`src/rtl/stok_pkg.sv`:
```
// ----------------------------------------------------------------------------
// stok_pkg
// Shared types, character codes and keyword tables of the source tokenizer.
// ----------------------------------------------------------------------------
package stok_pkg;

    localparam int POSITION_BITS_DEFAULT = 24;
    localparam int FIELD_BITS            = 24;
    localparam int QUEUE_DEPTH           = 4;
    localparam int KW_COUNT              = 5;
    localparam int KW_MAX_LEN            = 8;

    typedef enum logic [3:0] {
        KIND_VOID    = 4'd0,
        KIND_INT     = 4'd1,
        KIND_STRING  = 4'd2,
        KIND_FOREIGN = 4'd3,
        KIND_STRLIT  = 4'd4,
        KIND_RETURN  = 4'd5,
        KIND_INTLIT  = 4'd6,
        KIND_LPAREN  = 4'd7,
        KIND_RPAREN  = 4'd8,
        KIND_LBRACE  = 4'd9,
        KIND_RBRACE  = 4'd10,
        KIND_SEMI    = 4'd11,
        KIND_COMMA   = 4'd12,
        KIND_IDENT   = 4'd13,
        KIND_EOF     = 4'd14,
        KIND_ERROR   = 4'd15
    } kind_t;

    typedef enum logic [1:0] {
        ERR_NONE         = 2'd0,
        ERR_UNTERMINATED = 2'd1,
        ERR_SPECIAL_WORD = 2'd2,
        ERR_UNEXPECTED   = 2'd3
    } err_t;

    typedef enum logic [6:0] {
        PH_IDLE    = 7'b0000001,
        PH_COMMENT = 7'b0000010,
        PH_IDENT   = 7'b0000100,
        PH_SPECIAL = 7'b0001000,
        PH_NUMBER  = 7'b0010000,
        PH_STRING  = 7'b0100000,
        PH_ESCAPE  = 7'b1000000
    } phase_t;

    typedef struct packed {
        kind_t                   kind;
        err_t                    err;
        logic [FIELD_BITS-1:0]   start;
        logic [FIELD_BITS-1:0]   length;
        logic [FIELD_BITS-1:0]   line;
        logic                    last;
    } tok_t;

    localparam logic [7:0] CH_NUL       = 8'h00;
    localparam logic [7:0] CH_TAB       = 8'h09;
    localparam logic [7:0] CH_LF        = 8'h0A;
    localparam logic [7:0] CH_CR        = 8'h0D;
    localparam logic [7:0] CH_SPACE     = 8'h20;
    localparam logic [7:0] CH_QUOTE     = 8'h22;
    localparam logic [7:0] CH_HASH      = 8'h23;
    localparam logic [7:0] CH_LPAREN    = 8'h28;
    localparam logic [7:0] CH_RPAREN    = 8'h29;
    localparam logic [7:0] CH_COMMA     = 8'h2C;
    localparam logic [7:0] CH_SEMI      = 8'h3B;
    localparam logic [7:0] CH_AT        = 8'h40;
    localparam logic [7:0] CH_BACKSLASH = 8'h5C;
    localparam logic [7:0] CH_UNDERLINE = 8'h5F;
    localparam logic [7:0] CH_LBRACE    = 8'h7B;
    localparam logic [7:0] CH_RBRACE    = 8'h7D;

    localparam logic [KW_COUNT-1:0] CAND_ALL     = 5'b11111;
    localparam logic [KW_COUNT-1:0] CAND_FOREIGN = 5'b01000;

    localparam logic [7:0] KW_TEXT [KW_COUNT][KW_MAX_LEN] = '{
        '{"i", "n", "t", 8'h00, 8'h00, 8'h00, 8'h00, 8'h00},
        '{"r", "e", "t", "u", "r", "n", 8'h00, 8'h00},
        '{"S", "t", "r", "i", "n", "g", 8'h00, 8'h00},
        '{"@", "f", "o", "r", "e", "i", "g", "n"},
        '{"v", "o", "i", "d", 8'h00, 8'h00, 8'h00, 8'h00}
    };
    localparam logic [3:0] KW_LEN [KW_COUNT] = '{4'd3, 4'd6, 4'd6, 4'd8, 4'd4};
    localparam kind_t KW_KIND [KW_COUNT] =
        '{KIND_INT, KIND_RETURN, KIND_STRING, KIND_FOREIGN, KIND_VOID};

    function automatic logic is_alpha(input logic [7:0] c);
        return (c >= "a" && c <= "z") || (c >= "A" && c <= "Z");
    endfunction

    function automatic logic is_digit(input logic [7:0] c);
        return c >= "0" && c <= "9";
    endfunction

    function automatic logic is_word(input logic [7:0] c);
        return is_alpha(c) || is_digit(c) || c == CH_UNDERLINE;
    endfunction

    // candidates whose byte at this offset equals c
    function automatic logic [KW_COUNT-1:0] kw_keep(
        input logic [7:0] c,
        input logic [2:0] off,
        input logic       off_ok
    );
        logic [KW_COUNT-1:0] keep;
        for (int k = 0; k < KW_COUNT; k++) begin
            keep[k] = off_ok && ({1'b0, off} < KW_LEN[k]) && (KW_TEXT[k][off] == c);
        end
        return keep;
    endfunction

    // first live candidate whose length matches
    function automatic logic [4:0] kw_match(
        input logic [KW_COUNT-1:0] cand,
        input logic [3:0]          len,
        input logic                len_ok
    );
        logic [4:0] res;
        res = {1'b0, KIND_IDENT};
        for (int k = KW_COUNT - 1; k >= 0; k--) begin
            if (cand[k] && len_ok && len == KW_LEN[k]) begin
                res = {1'b1, KW_KIND[k]};
            end
        end
        return res;
    endfunction

endpackage

```
`src/rtl/stok_scanner.sv`:
```
// ----------------------------------------------------------------------------
// stok_scanner
// Scan state and per-byte decode; yields up to two tokens per byte.
// ----------------------------------------------------------------------------
module stok_scanner #(
    parameter int POSITION_BITS = stok_pkg::POSITION_BITS_DEFAULT
) (
    input  logic          clk,
    input  logic          rst_n,
    input  logic          accept,
    input  logic [7:0]    ch,
    output stok_pkg::tok_t res0,
    output stok_pkg::tok_t res1,
    output logic [1:0]    res_count
);
    import stok_pkg::*;

    localparam logic [POSITION_BITS-1:0] POS_MAX = '1;
    localparam logic [FIELD_BITS-1:0]    LINE_MAX = '1;

    phase_t                    phase_reg, phase_next;
    logic [FIELD_BITS-1:0]     line_reg, line_next;
    logic [POSITION_BITS-1:0]  pos_reg, pos_next;
    logic [POSITION_BITS-1:0]  tstart_reg, tstart_next;
    logic [KW_COUNT-1:0]       cand_reg, cand_next;

    logic [POSITION_BITS-1:0]  len;
    logic [31:0]               len_wide, pos_wide, ts_wide;
    logic [FIELD_BITS-1:0]     len24, pos24, ts24;
    logic                      word_c, off_ok, len_ok;
    logic [KW_COUNT-1:0]       keep;
    logic [4:0]                found;
    logic                      go_idle, do_reset, a_v, b_v;
    tok_t                      a, b;

    assign len      = pos_reg - tstart_reg;
    assign len_wide = 32'(len);
    assign pos_wide = 32'(pos_reg);
    assign ts_wide  = 32'(tstart_reg);
    assign len24    = len_wide[FIELD_BITS-1:0];
    assign pos24    = pos_wide[FIELD_BITS-1:0];
    assign ts24     = ts_wide[FIELD_BITS-1:0];
    assign word_c   = is_word(ch);
    assign off_ok   = (len[POSITION_BITS-1:3] == '0);
    assign len_ok   = (len[POSITION_BITS-1:4] == '0);
    assign keep     = kw_keep(ch, len[2:0], off_ok);
    assign found    = kw_match(cand_reg, len[3:0], len_ok);

    always_comb
    begin
        phase_next  = phase_reg;
        line_next   = line_reg;
        tstart_next = tstart_reg;
        cand_next   = cand_reg;
        go_idle     = 1'b0;
        do_reset    = 1'b0;
        a_v         = 1'b0;
        b_v         = 1'b0;
        a           = '{kind: KIND_VOID, err: ERR_NONE, start: ts24, length: len24,
                        line: line_reg, last: 1'b1};
        b           = '{kind: KIND_VOID, err: ERR_NONE, start: pos24,
                        length: FIELD_BITS'(1), line: line_reg, last: 1'b1};

        unique case (phase_reg)
            PH_COMMENT:
            begin
                if (ch == CH_LF || ch == CH_NUL)
                begin
                    phase_next = PH_IDLE;
                    go_idle    = 1'b1;
                end
            end
            PH_IDENT:
            begin
                if (word_c)
                begin
                    cand_next = cand_reg & keep;
                end
                else
                begin
                    a_v        = 1'b1;
                    a.kind     = kind_t'(found[3:0]);
                    phase_next = PH_IDLE;
                    go_idle    = 1'b1;
                end
            end
            PH_SPECIAL:
            begin
                if (word_c)
                begin
                    cand_next = cand_reg & keep;
                end
                else if (!found[4])
                begin
                    a_v      = 1'b1;
                    a.kind   = KIND_ERROR;
                    a.err    = ERR_SPECIAL_WORD;
                    do_reset = 1'b1;
                end
                else
                begin
                    a_v        = 1'b1;
                    a.kind     = kind_t'(found[3:0]);
                    phase_next = PH_IDLE;
                    go_idle    = 1'b1;
                end
            end
            PH_NUMBER:
            begin
                if (!is_digit(ch))
                begin
                    a_v        = 1'b1;
                    a.kind     = KIND_INTLIT;
                    phase_next = PH_IDLE;
                    go_idle    = 1'b1;
                end
            end
            PH_STRING:
            begin
                if (ch == CH_BACKSLASH)
                begin
                    phase_next = PH_ESCAPE;
                end
                else if (ch == CH_QUOTE)
                begin
                    a_v        = 1'b1;
                    a.kind     = KIND_STRLIT;
                    a.length   = len24 + FIELD_BITS'(1);
                    phase_next = PH_IDLE;
                end
                else if (ch == CH_NUL)
                begin
                    a_v      = 1'b1;
                    a.kind   = KIND_ERROR;
                    a.err    = ERR_UNTERMINATED;
                    do_reset = 1'b1;
                end
            end
            PH_ESCAPE:
            begin
                if (ch == CH_NUL)
                begin
                    a_v      = 1'b1;
                    a.kind   = KIND_ERROR;
                    a.err    = ERR_UNTERMINATED;
                    do_reset = 1'b1;
                end
                else
                begin
                    phase_next = PH_STRING;
                end
            end
            PH_IDLE:
            begin
                go_idle = 1'b1;
            end
            default:
            begin
                phase_next = PH_IDLE;
                go_idle    = 1'b1;
            end
        endcase

        if (go_idle)
        begin
            unique case (ch)
                CH_SPACE, CH_TAB, CH_CR:
                begin
                end
                CH_LF:
                begin
                    if (line_reg != LINE_MAX)
                    begin
                        line_next = line_reg + FIELD_BITS'(1);
                    end
                end
                CH_HASH:
                begin
                    phase_next = PH_COMMENT;
                end
                CH_NUL:
                begin
                    b_v      = 1'b1;
                    b.kind   = KIND_EOF;
                    do_reset = 1'b1;
                end
                CH_LPAREN: begin b_v = 1'b1; b.kind = KIND_LPAREN; end
                CH_RPAREN: begin b_v = 1'b1; b.kind = KIND_RPAREN; end
                CH_LBRACE: begin b_v = 1'b1; b.kind = KIND_LBRACE; end
                CH_RBRACE: begin b_v = 1'b1; b.kind = KIND_RBRACE; end
                CH_SEMI:   begin b_v = 1'b1; b.kind = KIND_SEMI;   end
                CH_COMMA:  begin b_v = 1'b1; b.kind = KIND_COMMA;  end
                default:
                begin
                    tstart_next = pos_reg;
                    if (ch == CH_QUOTE)
                    begin
                        phase_next = PH_STRING;
                    end
                    else if (ch == CH_AT)
                    begin
                        phase_next = PH_SPECIAL;
                        cand_next  = CAND_FOREIGN;
                    end
                    else if (is_digit(ch))
                    begin
                        phase_next = PH_NUMBER;
                    end
                    else if (is_alpha(ch) || ch == CH_UNDERLINE)
                    begin
                        phase_next = PH_IDENT;
                        cand_next  = CAND_ALL & kw_keep(ch, 3'd0, 1'b1);
                    end
                    else
                    begin
                        b_v      = 1'b1;
                        b.kind   = KIND_ERROR;
                        b.err    = ERR_UNEXPECTED;
                        do_reset = 1'b1;
                    end
                end
            endcase
        end

        if (do_reset)
        begin
            phase_next  = PH_IDLE;
            line_next   = FIELD_BITS'(1);
            pos_next    = '0;
            tstart_next = '0;
            cand_next   = CAND_ALL;
        end
        else if (pos_reg != POS_MAX)
        begin
            pos_next = pos_reg + POSITION_BITS'(1);
        end
        else
        begin
            pos_next = pos_reg;
        end
    end

    always_comb
    begin
        res0      = a_v ? a : b;
        res1      = b;
        res0.last = !(a_v && b_v);
        res1.last = 1'b1;
        res_count = {1'b0, a_v} + {1'b0, b_v};
    end

    always_ff @(posedge clk or negedge rst_n)
    begin
        if (!rst_n)
        begin
            phase_reg  <= PH_IDLE;
            line_reg   <= FIELD_BITS'(1);
            pos_reg    <= '0;
            tstart_reg <= '0;
            cand_reg   <= CAND_ALL;
        end
        else if (accept)
        begin
            phase_reg  <= phase_next;
            line_reg   <= line_next;
            pos_reg    <= pos_next;
            tstart_reg <= tstart_next;
            cand_reg   <= cand_next;
        end
    end

    a_line_nonzero: assert property (@(posedge clk) disable iff (!rst_n)
        line_reg != '0)
        else $error("line counter reached zero");

    a_reset_after_end: assert property (@(posedge clk) disable iff (!rst_n)
        accept && do_reset |=> pos_reg == '0 && line_reg == FIELD_BITS'(1)
            && phase_reg == PH_IDLE)
        else $error("scan state not restarted after eof or error");

    a_pair_order: assert property (@(posedge clk) disable iff (!rst_n)
        res_count == 2'd2 |-> res0.kind != KIND_ERROR && !res0.last)
        else $error("second token follows an error token");

    a_token_inside: assert property (@(posedge clk) disable iff (!rst_n)
        tstart_reg <= pos_reg)
        else $error("token start beyond current position");

endmodule

```
`src/rtl/stok_queue.sv`:
```
// ----------------------------------------------------------------------------
// stok_queue
// Result queue taking up to two tokens per cycle and handing out one.
// ----------------------------------------------------------------------------
module stok_queue (
    input  logic           clk,
    input  logic           rst_n,
    input  logic [1:0]     push_count,
    input  stok_pkg::tok_t w0,
    input  stok_pkg::tok_t w1,
    input  logic           pop,
    output stok_pkg::tok_t head,
    output logic           not_empty,
    output logic           full_for_pair
);
    import stok_pkg::*;

    localparam int PTR_BITS = $clog2(QUEUE_DEPTH);
    localparam int CNT_BITS = $clog2(QUEUE_DEPTH + 1);

    tok_t                mem [QUEUE_DEPTH];
    logic [PTR_BITS-1:0] wptr_reg, wptr_next, rptr_reg, rptr_next, wptr_plus;
    logic [CNT_BITS-1:0] count_reg, count_next;

    assign wptr_plus     = wptr_reg + PTR_BITS'(1);
    assign wptr_next     = wptr_reg + PTR_BITS'(push_count);
    assign rptr_next     = rptr_reg + PTR_BITS'(pop);
    assign count_next    = count_reg + CNT_BITS'(push_count) - CNT_BITS'(pop);
    assign head          = mem[rptr_reg];
    assign not_empty     = (count_reg != '0);
    assign full_for_pair = (count_reg > CNT_BITS'(QUEUE_DEPTH - 2));

    always_ff @(posedge clk)
    begin
        if (push_count != 2'd0)
        begin
            mem[wptr_reg] <= w0;
        end
        if (push_count == 2'd2)
        begin
            mem[wptr_plus] <= w1;
        end
    end

    always_ff @(posedge clk or negedge rst_n)
    begin
        if (!rst_n)
        begin
            wptr_reg  <= '0;
            rptr_reg  <= '0;
            count_reg <= '0;
        end
        else
        begin
            wptr_reg  <= wptr_next;
            rptr_reg  <= rptr_next;
            count_reg <= count_next;
        end
    end

    a_no_overflow: assert property (@(posedge clk) disable iff (!rst_n)
        push_count != 2'd0 |-> count_reg <= CNT_BITS'(QUEUE_DEPTH - 2))
        else $error("transfer into result queue without room for two tokens");

    a_no_underflow: assert property (@(posedge clk) disable iff (!rst_n)
        pop |-> count_reg != '0)
        else $error("read from empty result queue");

    a_bounded: assert property (@(posedge clk) disable iff (!rst_n)
        count_reg <= CNT_BITS'(QUEUE_DEPTH))
        else $error("result queue count out of range");

endmodule

```
`src/rtl/source_tokenizer.sv`:
```
// ----------------------------------------------------------------------------
// source_tokenizer
// Byte-stream lexer: one source byte in, zero to two tokens out.
// ----------------------------------------------------------------------------
// Takes one source byte per cycle unless stalled (byte 0 ends the source) and
// emits tokens carrying kind, error code, start offset, length and line
// number, one per output transfer. Each byte is decoded in the cycle it is
// accepted and its tokens go to a four-entry result queue feeding the output;
// a byte that closes an identifier, number or '@' word on a delimiter gives
// two tokens, marked by last on the second. The input stalls while the queue
// holds more than two tokens, so with the output taking one token per cycle
// the sustained rate is one byte per cycle. After eof or an error token the
// scan restarts at offset 0, line 1; there is no clearing pass after reset.
module source_tokenizer #(
    parameter int POSITION_BITS = stok_pkg::POSITION_BITS_DEFAULT
) (
    input  logic                             clk,
    input  logic                             rst_n,
    input  logic                             in_valid,
    output logic                             in_stall,
    input  logic [7:0]                       ch,
    output logic                             out_valid,
    input  logic                             out_stall,
    output logic [3:0]                       kind,
    output logic [1:0]                       error_code,
    output logic [stok_pkg::FIELD_BITS-1:0]  start_offset,
    output logic [stok_pkg::FIELD_BITS-1:0]  token_bytes,
    output logic [stok_pkg::FIELD_BITS-1:0]  line_number,
    output logic                             last
);
    import stok_pkg::*;

    logic       accept, pop, full_for_pair;
    logic [1:0] res_count, push_count;
    tok_t       res0, res1, head;

    assign accept     = in_valid && !in_stall;
    assign in_stall   = full_for_pair;
    assign pop        = out_valid && !out_stall;
    assign push_count = accept ? res_count : 2'd0;

    stok_scanner #(
        .POSITION_BITS (POSITION_BITS)
    ) u_scanner (
        .clk       (clk),
        .rst_n     (rst_n),
        .accept    (accept),
        .ch        (ch),
        .res0      (res0),
        .res1      (res1),
        .res_count (res_count)
    );

    stok_queue u_queue (
        .clk           (clk),
        .rst_n         (rst_n),
        .push_count    (push_count),
        .w0            (res0),
        .w1            (res1),
        .pop           (pop),
        .head          (head),
        .not_empty     (out_valid),
        .full_for_pair (full_for_pair)
    );

    assign kind         = head.kind;
    assign error_code   = head.err;
    assign start_offset = head.start;
    assign token_bytes  = head.length;
    assign line_number  = head.line;
    assign last         = head.last;

endmodule
```
`config.mk`:
```
export PLATFORM = sky130hd
export DESIGN_NAME = source_tokenizer
export DESIGN_NICKNAME = d
export VERILOG_FILES = /design/src/rtl/stok_pkg.sv /design/src/rtl/stok_scanner.sv /design/src/rtl/stok_queue.sv /design/src/rtl/source_tokenizer.sv
export SDC_FILE = /design/constraint.sdc
export NUM_CORES = 1
export LEC_CHECK = 0
export BUFFER_PORTS_ARGS = -buffer_cell sky130_fd_sc_hd__buf_2
export CORE_MARGIN = 8
export CORE_UTILIZATION = 55
export DETAILED_ROUTE_END_ITERATION = 10
export PLACE_DENSITY = 0.85
export SLEW_MARGIN = 40
export SYNTH_ARGS = -nofsm -noshare
export SYNTH_HDL_FRONTEND = slang
export SYNTH_SLANG_ARGS = --single-unit
```
`constraint.sdc`:
```
create_clock -name clk -period 6.5 [get_ports clk]
set_input_delay 0.65 -clock clk [delete_from_list [all_inputs] [get_ports clk]]
set_output_delay 0.65 -clock clk [all_outputs]
set_load 0.05 [all_outputs]
```
# == Yosys cells after proc, flatten, opt, wreduce, memory -nomap -nowiden ==
# Memory sizes are Yosys's and may differ from the RTL's.
# Cells that the tools add are included.
# op_classes
n_addsub,10
order_cmp,11
eq_ne,40
muxes,103
bitwise_logic,2
reduce_logical,51
# ops
cell,count
$mux W24,12
$mux W7,14
$mux W8,10
$mux W79,1
$add A24 B1 Y24 const B,3
$mux W5,14
$eq A8 B6 Y1 const B,7
$pmux W7 S7,1
$mux W6,8
$ne A24 B24 Y1 const B,2
$eq A7 B8 Y1 const A,5
$eq A8 B7 Y1 const B,5
$eq A8 B8 Y1,5
$pmux W4 S8,1
$mux W1,26
$eq A8 B4 Y1 const B,3
$logic_and A1 B1 Y1,24
$sub A24 B24 Y24,1
$reduce_or A11 Y1,2
$logic_not A21 Y1,1
$logic_not A20 Y1,1
$pmux W4 S5,1
$ge A8 B7 Y1 const B,2
$le A8 B7 Y1 const B,2
47 further kinds,66
# word_totals
register_bits,91
ram_bits,316
rom_bits,320
input_bits,12
out_inout_bits,81
wordCells,231
n_memories,6
# memory_table
name,depth,width,read_ports,rd_clocked_by_memory_dff,wr,line_no,rtl
u_queue.mem,4,79,1,0,2,stok_queue.sv:21,tok_t mem [QUEUE_DEPTH];
(no name shown),8,8,1,0,0,stok_pkg.sv:109,"keep[k] = off_ok && ({1'b0, off} < KW_LEN[k]) && (KW_TEXT[k][off] == c);"
(no name shown),8,8,1,0,0,stok_pkg.sv:109,
(no name shown),8,8,1,0,0,stok_pkg.sv:109,
(no name shown),8,8,1,0,0,stok_pkg.sv:109,
(no name shown),8,8,1,0,0,stok_pkg.sv:109,

# == Depth between registers and ports, before layout ==
# logic_depth
word_depth,20
mapped_depth,26
mapped_depth_nobuf,23

# == By module ==
# A second synthesis with hierarchy kept.
# unflattened
hier_cells,2021
hier_area_um2,24579.8
# by_module_without_submodules
mod,instances,cells_each,area_per_inst_um2,seq_area_each_um2
stok_queue,1,802,15537.4,9664.3
stok_scanner,1,1215,9007.4,2110.8
source_tokenizer,1,4,35.0,0.0

# == Least setup slack after synthesis ==
# Ideal clock, no wire load.
# synth_path
path_type,flip-flop to flip-flop
startpoint,register u_scanner.pos_reg[0] (netlist: u_scanner.pos24[0])
endpoint,memory u_queue.mem[2][10] (netlist name) (enable)
arrival_time_ns,6.675
required_ns,6.063
path_slack_ns,-0.612
stages_incl_launch_ff,23
period_less_slack_ns,7.112
path_cell_list,dfrtp_1 inv_1 ha_1 fa_1 clkinv_1 ha_1 buf_4 and3_1 o22ai_1 o2111ai_1 nand2_1 nor4_1 nand4_1 a21o_1 clkbuf_1 nor2_1 ha_1 clkbuf_1 nor2_1 nor4_1 nor2_1 inv_1 clkbuf_1
# synth_lines
element,line_no,rtl
from (decl),stok_scanner.sv:23,"logic [POSITION_BITS-1:0] pos_reg, pos_next;"
from (signal assigned),stok_scanner.sv:266,pos_reg <= pos_next;
to (decl),stok_queue.sv:21,

==> impl_metrics.toml <==
[status]
status = "finished clean"

[sta]
setup_viol = 0
period_needed_ps = 5980
finalCritPeriodShare_pct = 92.0
hold_violations = 0
holdWs_ps = 57.2
worst_slew_pin_slew_ps = 819
fin_ws_ps = 519
max_freq_mhz = 167
finalMaxSlewViolations = 0
final.setup_skew_ps = 27.3
finalSetupTns_ps = 0
slew_headroom_pct = 44.9
rsz0062_at_grt = "no"

[global_routing]
overflow = 0
gr-usage-met1_pct = 33.0
grt_pass1_vias = 17584
antenna_found_initial = 1
grt_use_total_pct = 26.3
met2_usage_pct = 44.0
grt_start_max_net_pins = 81
grtUsageMet3_pct = 4.57
grt_most_used_layer = "met2"
grt_pass1_wl_microns = 98600

[logic_synthesis]
synth-main-ff-cell = "edfxtp_1"
synth_edf_count = 216
yosys_warnings = 0
syn_area_sq_um = 22000
yosysUniqueCellTypes = 92
syn_inst = 2108
ys_async_sr_fraction_pct = 22.4
synth_seq_cells = 407
avgSynthCellArea_sq_um = 10.4
yosysTopAreaCell = "edfxtp_1"
ys_seq_area_share_pct = 49.1
synthTopCellsByArea = "edfxtp_1, dfrtp_1, dfxtp_1"
synth_most_common_cell = "nand2_1"
synthesis.nets = 2160
netlist_top_cells_count = "nand2_1, edfxtp_1, o21ai_0"
yosysTopAreaCellShare_pct = 29.5

[setup_path]
cp.required_ps = 6670
crit_start = "u_scanner.pos24[0]"
cpMaxStageDelayCell = "fa_2"
critPathCaptureType = "register"
worst-r2r-cell-count = 20
critPathBufInv = 3
start_kind = "register"
cp_common_cell = "nor2_1"
crit_path_max_fanout = 46
r2r_end = "u_queue.mem[1][17]"
crit_chain = "inv_1 -> ha_1 -> fa_2 -> ha_1 -> nand2_1 -> or4b_1 -> o2111ai_1 -> nand2_1 -> nor4_1 -> nand4_1 -> a21o_1 -> nor2_1 -> ha_1 -> nor2_1 -> nor2_1 -> nand2_1 -> nor2_2 -> nor2_1 -> inv_2 -> buf_4"
r2r-start = "u_scanner.pos24[0]"
arrival_ps = 6150
crit_path_max_incr_delay_ps = 740
r2r_slack_ps = 520
crit_type = "reg -> reg"
cp_top_family = "simple AND/OR/NAND/NOR gates"

[clock_tree]
numClockSinks = 407
cts_tree = "done"
insertion_delay_ps = 550
root_buffer = "clkbuf_16"
clk_pin_slew_ps = 70
post_cts_buffers = 0
numCtsBuffers = 40
hold_buffers = 0
cts_max_path_buffers = 3
htree_levels = 2

[place]
hpwl_microns = 42500
port_buffers = 92
gp_congestion = 0.978
dp_cells = 2629
dp_slack_ps = 425

[pwr]
combPwrFrac_pct = 43.3
power.internal_mw = 5.55
p_total_mw = 9.56
leakagePower_nw = 9.15
vdd_drop_max_uv = 238
switching_share_pct = 41.9
clockPowerShare_pct = 23.8
p_seq_share_pct = 32.8
power.density_nw_per_um2 = 393
p_sw_mw = 4.01

[layout]
final_cells = 2703
drive_above_1_share_pct = 15.8
top_register = "u_queue.mem"
nNetsFinal = 2199
antenna_cells = 0
area_delta_synth_final_pct = 10.9
largest_reg_flops = 316

[die]
coreArea_sq_um = 39500
dieArea_sq_um = 46600
num_rows = 73
start_util_pct = 55.5
die_x_microns = 216
die_y_microns = 216
ios = 93

[routing]
drcViolationCount = 0
drt-initial-drc-count = 2248
via_per_inst = 6.66
wl_microns = 63000
drtPass1Iterations = 5
route.detailed.wl_per_inst_microns = 23.3
vias = 17994
final_antenna_net_count = 0

[job]
drv_cap = 0

[worst_hold_path]
hold_class = "in -> async"
## metrics by stage
step,utilization [%],area [sq um]
global route,61.5,24300
floorplan,-,22000
global placement,58.2,23000
detailed placement,58.2,23000
finish,61.5,24300
CTS,61.5,24300
## how the worst max path moves through the flow
stage | to | cells past startpoint
2_1_floorplan | u_queue.mem[2][10] | 22
3_3_place_gp | u_queue.mem[1][18] | 20
3_5_place_dp | u_queue.mem[1][22] | 21
4_1_cts | u_queue.mem[1][18] | 21
5_1_grt | u_queue.mem[1][14] | 22
6_report | u_queue.mem[1][17] | 20
## cells by family (layout without fill, tap and decap cells)
| kind of cell | count (synthesis) | in the layout | share of synthesized area [%] |
|---|---|---|---|
| adders and majority gates | 40 | 40 | 2.35 |
| DFF | 407 | 407 | 49.1 |
| and+or+nand+nor | 767 | 767 | 18.1 |
| xor gates and xnor gates | 81 | 81 | 3.35 |
| muxes | 81 | 81 | 8.20 |
| buffers and inverters | 202 | 272 | 3.60 |
| AOI/OAI and AO/OA | 530 | 530 | 15.4 |
## power groups by stage
stage               Clock (mW)  Combinational [mW]  Sequential (mW)
global placement             0                3.97             3.21
finish                    2.28                4.14             3.14
detailed placement           0                4.02             3.22
CTS                       2.29                4.04             3.17
floorplan                    0                3.07             3.05
global route              2.40                4.37             3.16
## layout by cell type (no fill, tap or decap), types with 9 or more instances in the layout
master     netlist  layout
nand3_1         41      41
a21o_1          14      14
buf_12           0      10
nor3_1          28      27
xnor2_1         39      39
and2_1         108     107
o22ai_1         27      27
a31oi_1         13      12
dfxtp_1        100     100
nor4_1          18      17
buf_4            2      43
a21oi_1         87      87
nand2_1        275     275
clkbuf_1       123      10
mux4_2          79      79
clkbuf_16        0      42
a22o_1          61      61
o21ai_0        203     199
ha_1            38      38
edfxtp_1       216     216
nand2b_1        15      15
and3_1          14      14
dfrtp_1         84      82
o31ai_1         14      14
buf_2           12      91
or3_1           24      24
and4_1          10       9
inv_1           51      47
nand4_1         34      34
nor2_1         107     105
nor2b_1         15      15
a211oi_1        11      11
xor2_1          40      40
o32ai_1         14      14
o21ai_1          7      11
o211ai_1        14      14
or4_1           22      22
or2_2           16      16
## routing by layer
layer	wire length, microns	vias to the layer above
li1	-	7916
met1	23500	8771
met2	30700	1098
met3	6010	207
met4	2790	2
met5	12	-
## repair_timing
| item | CTS | global route |
|---|---|---|
| endpoints found under the hold margin | 0 | 0 |
| endpoints found under the setup margin | 0 | 192 |
| gates resized for setup | 0 | 3 |
## area by class of cell
class	instances	area [sq um]
clock inverters	17	136
flip-flops and latches	407	10800
fillers	2969	15200
well taps	525	657
clock buffers	56	1140
repair buffers	146	1000
multi-input cells	1499	10400
inverters	53	199
Note: power is estimated with default switching activity, not from simulation.
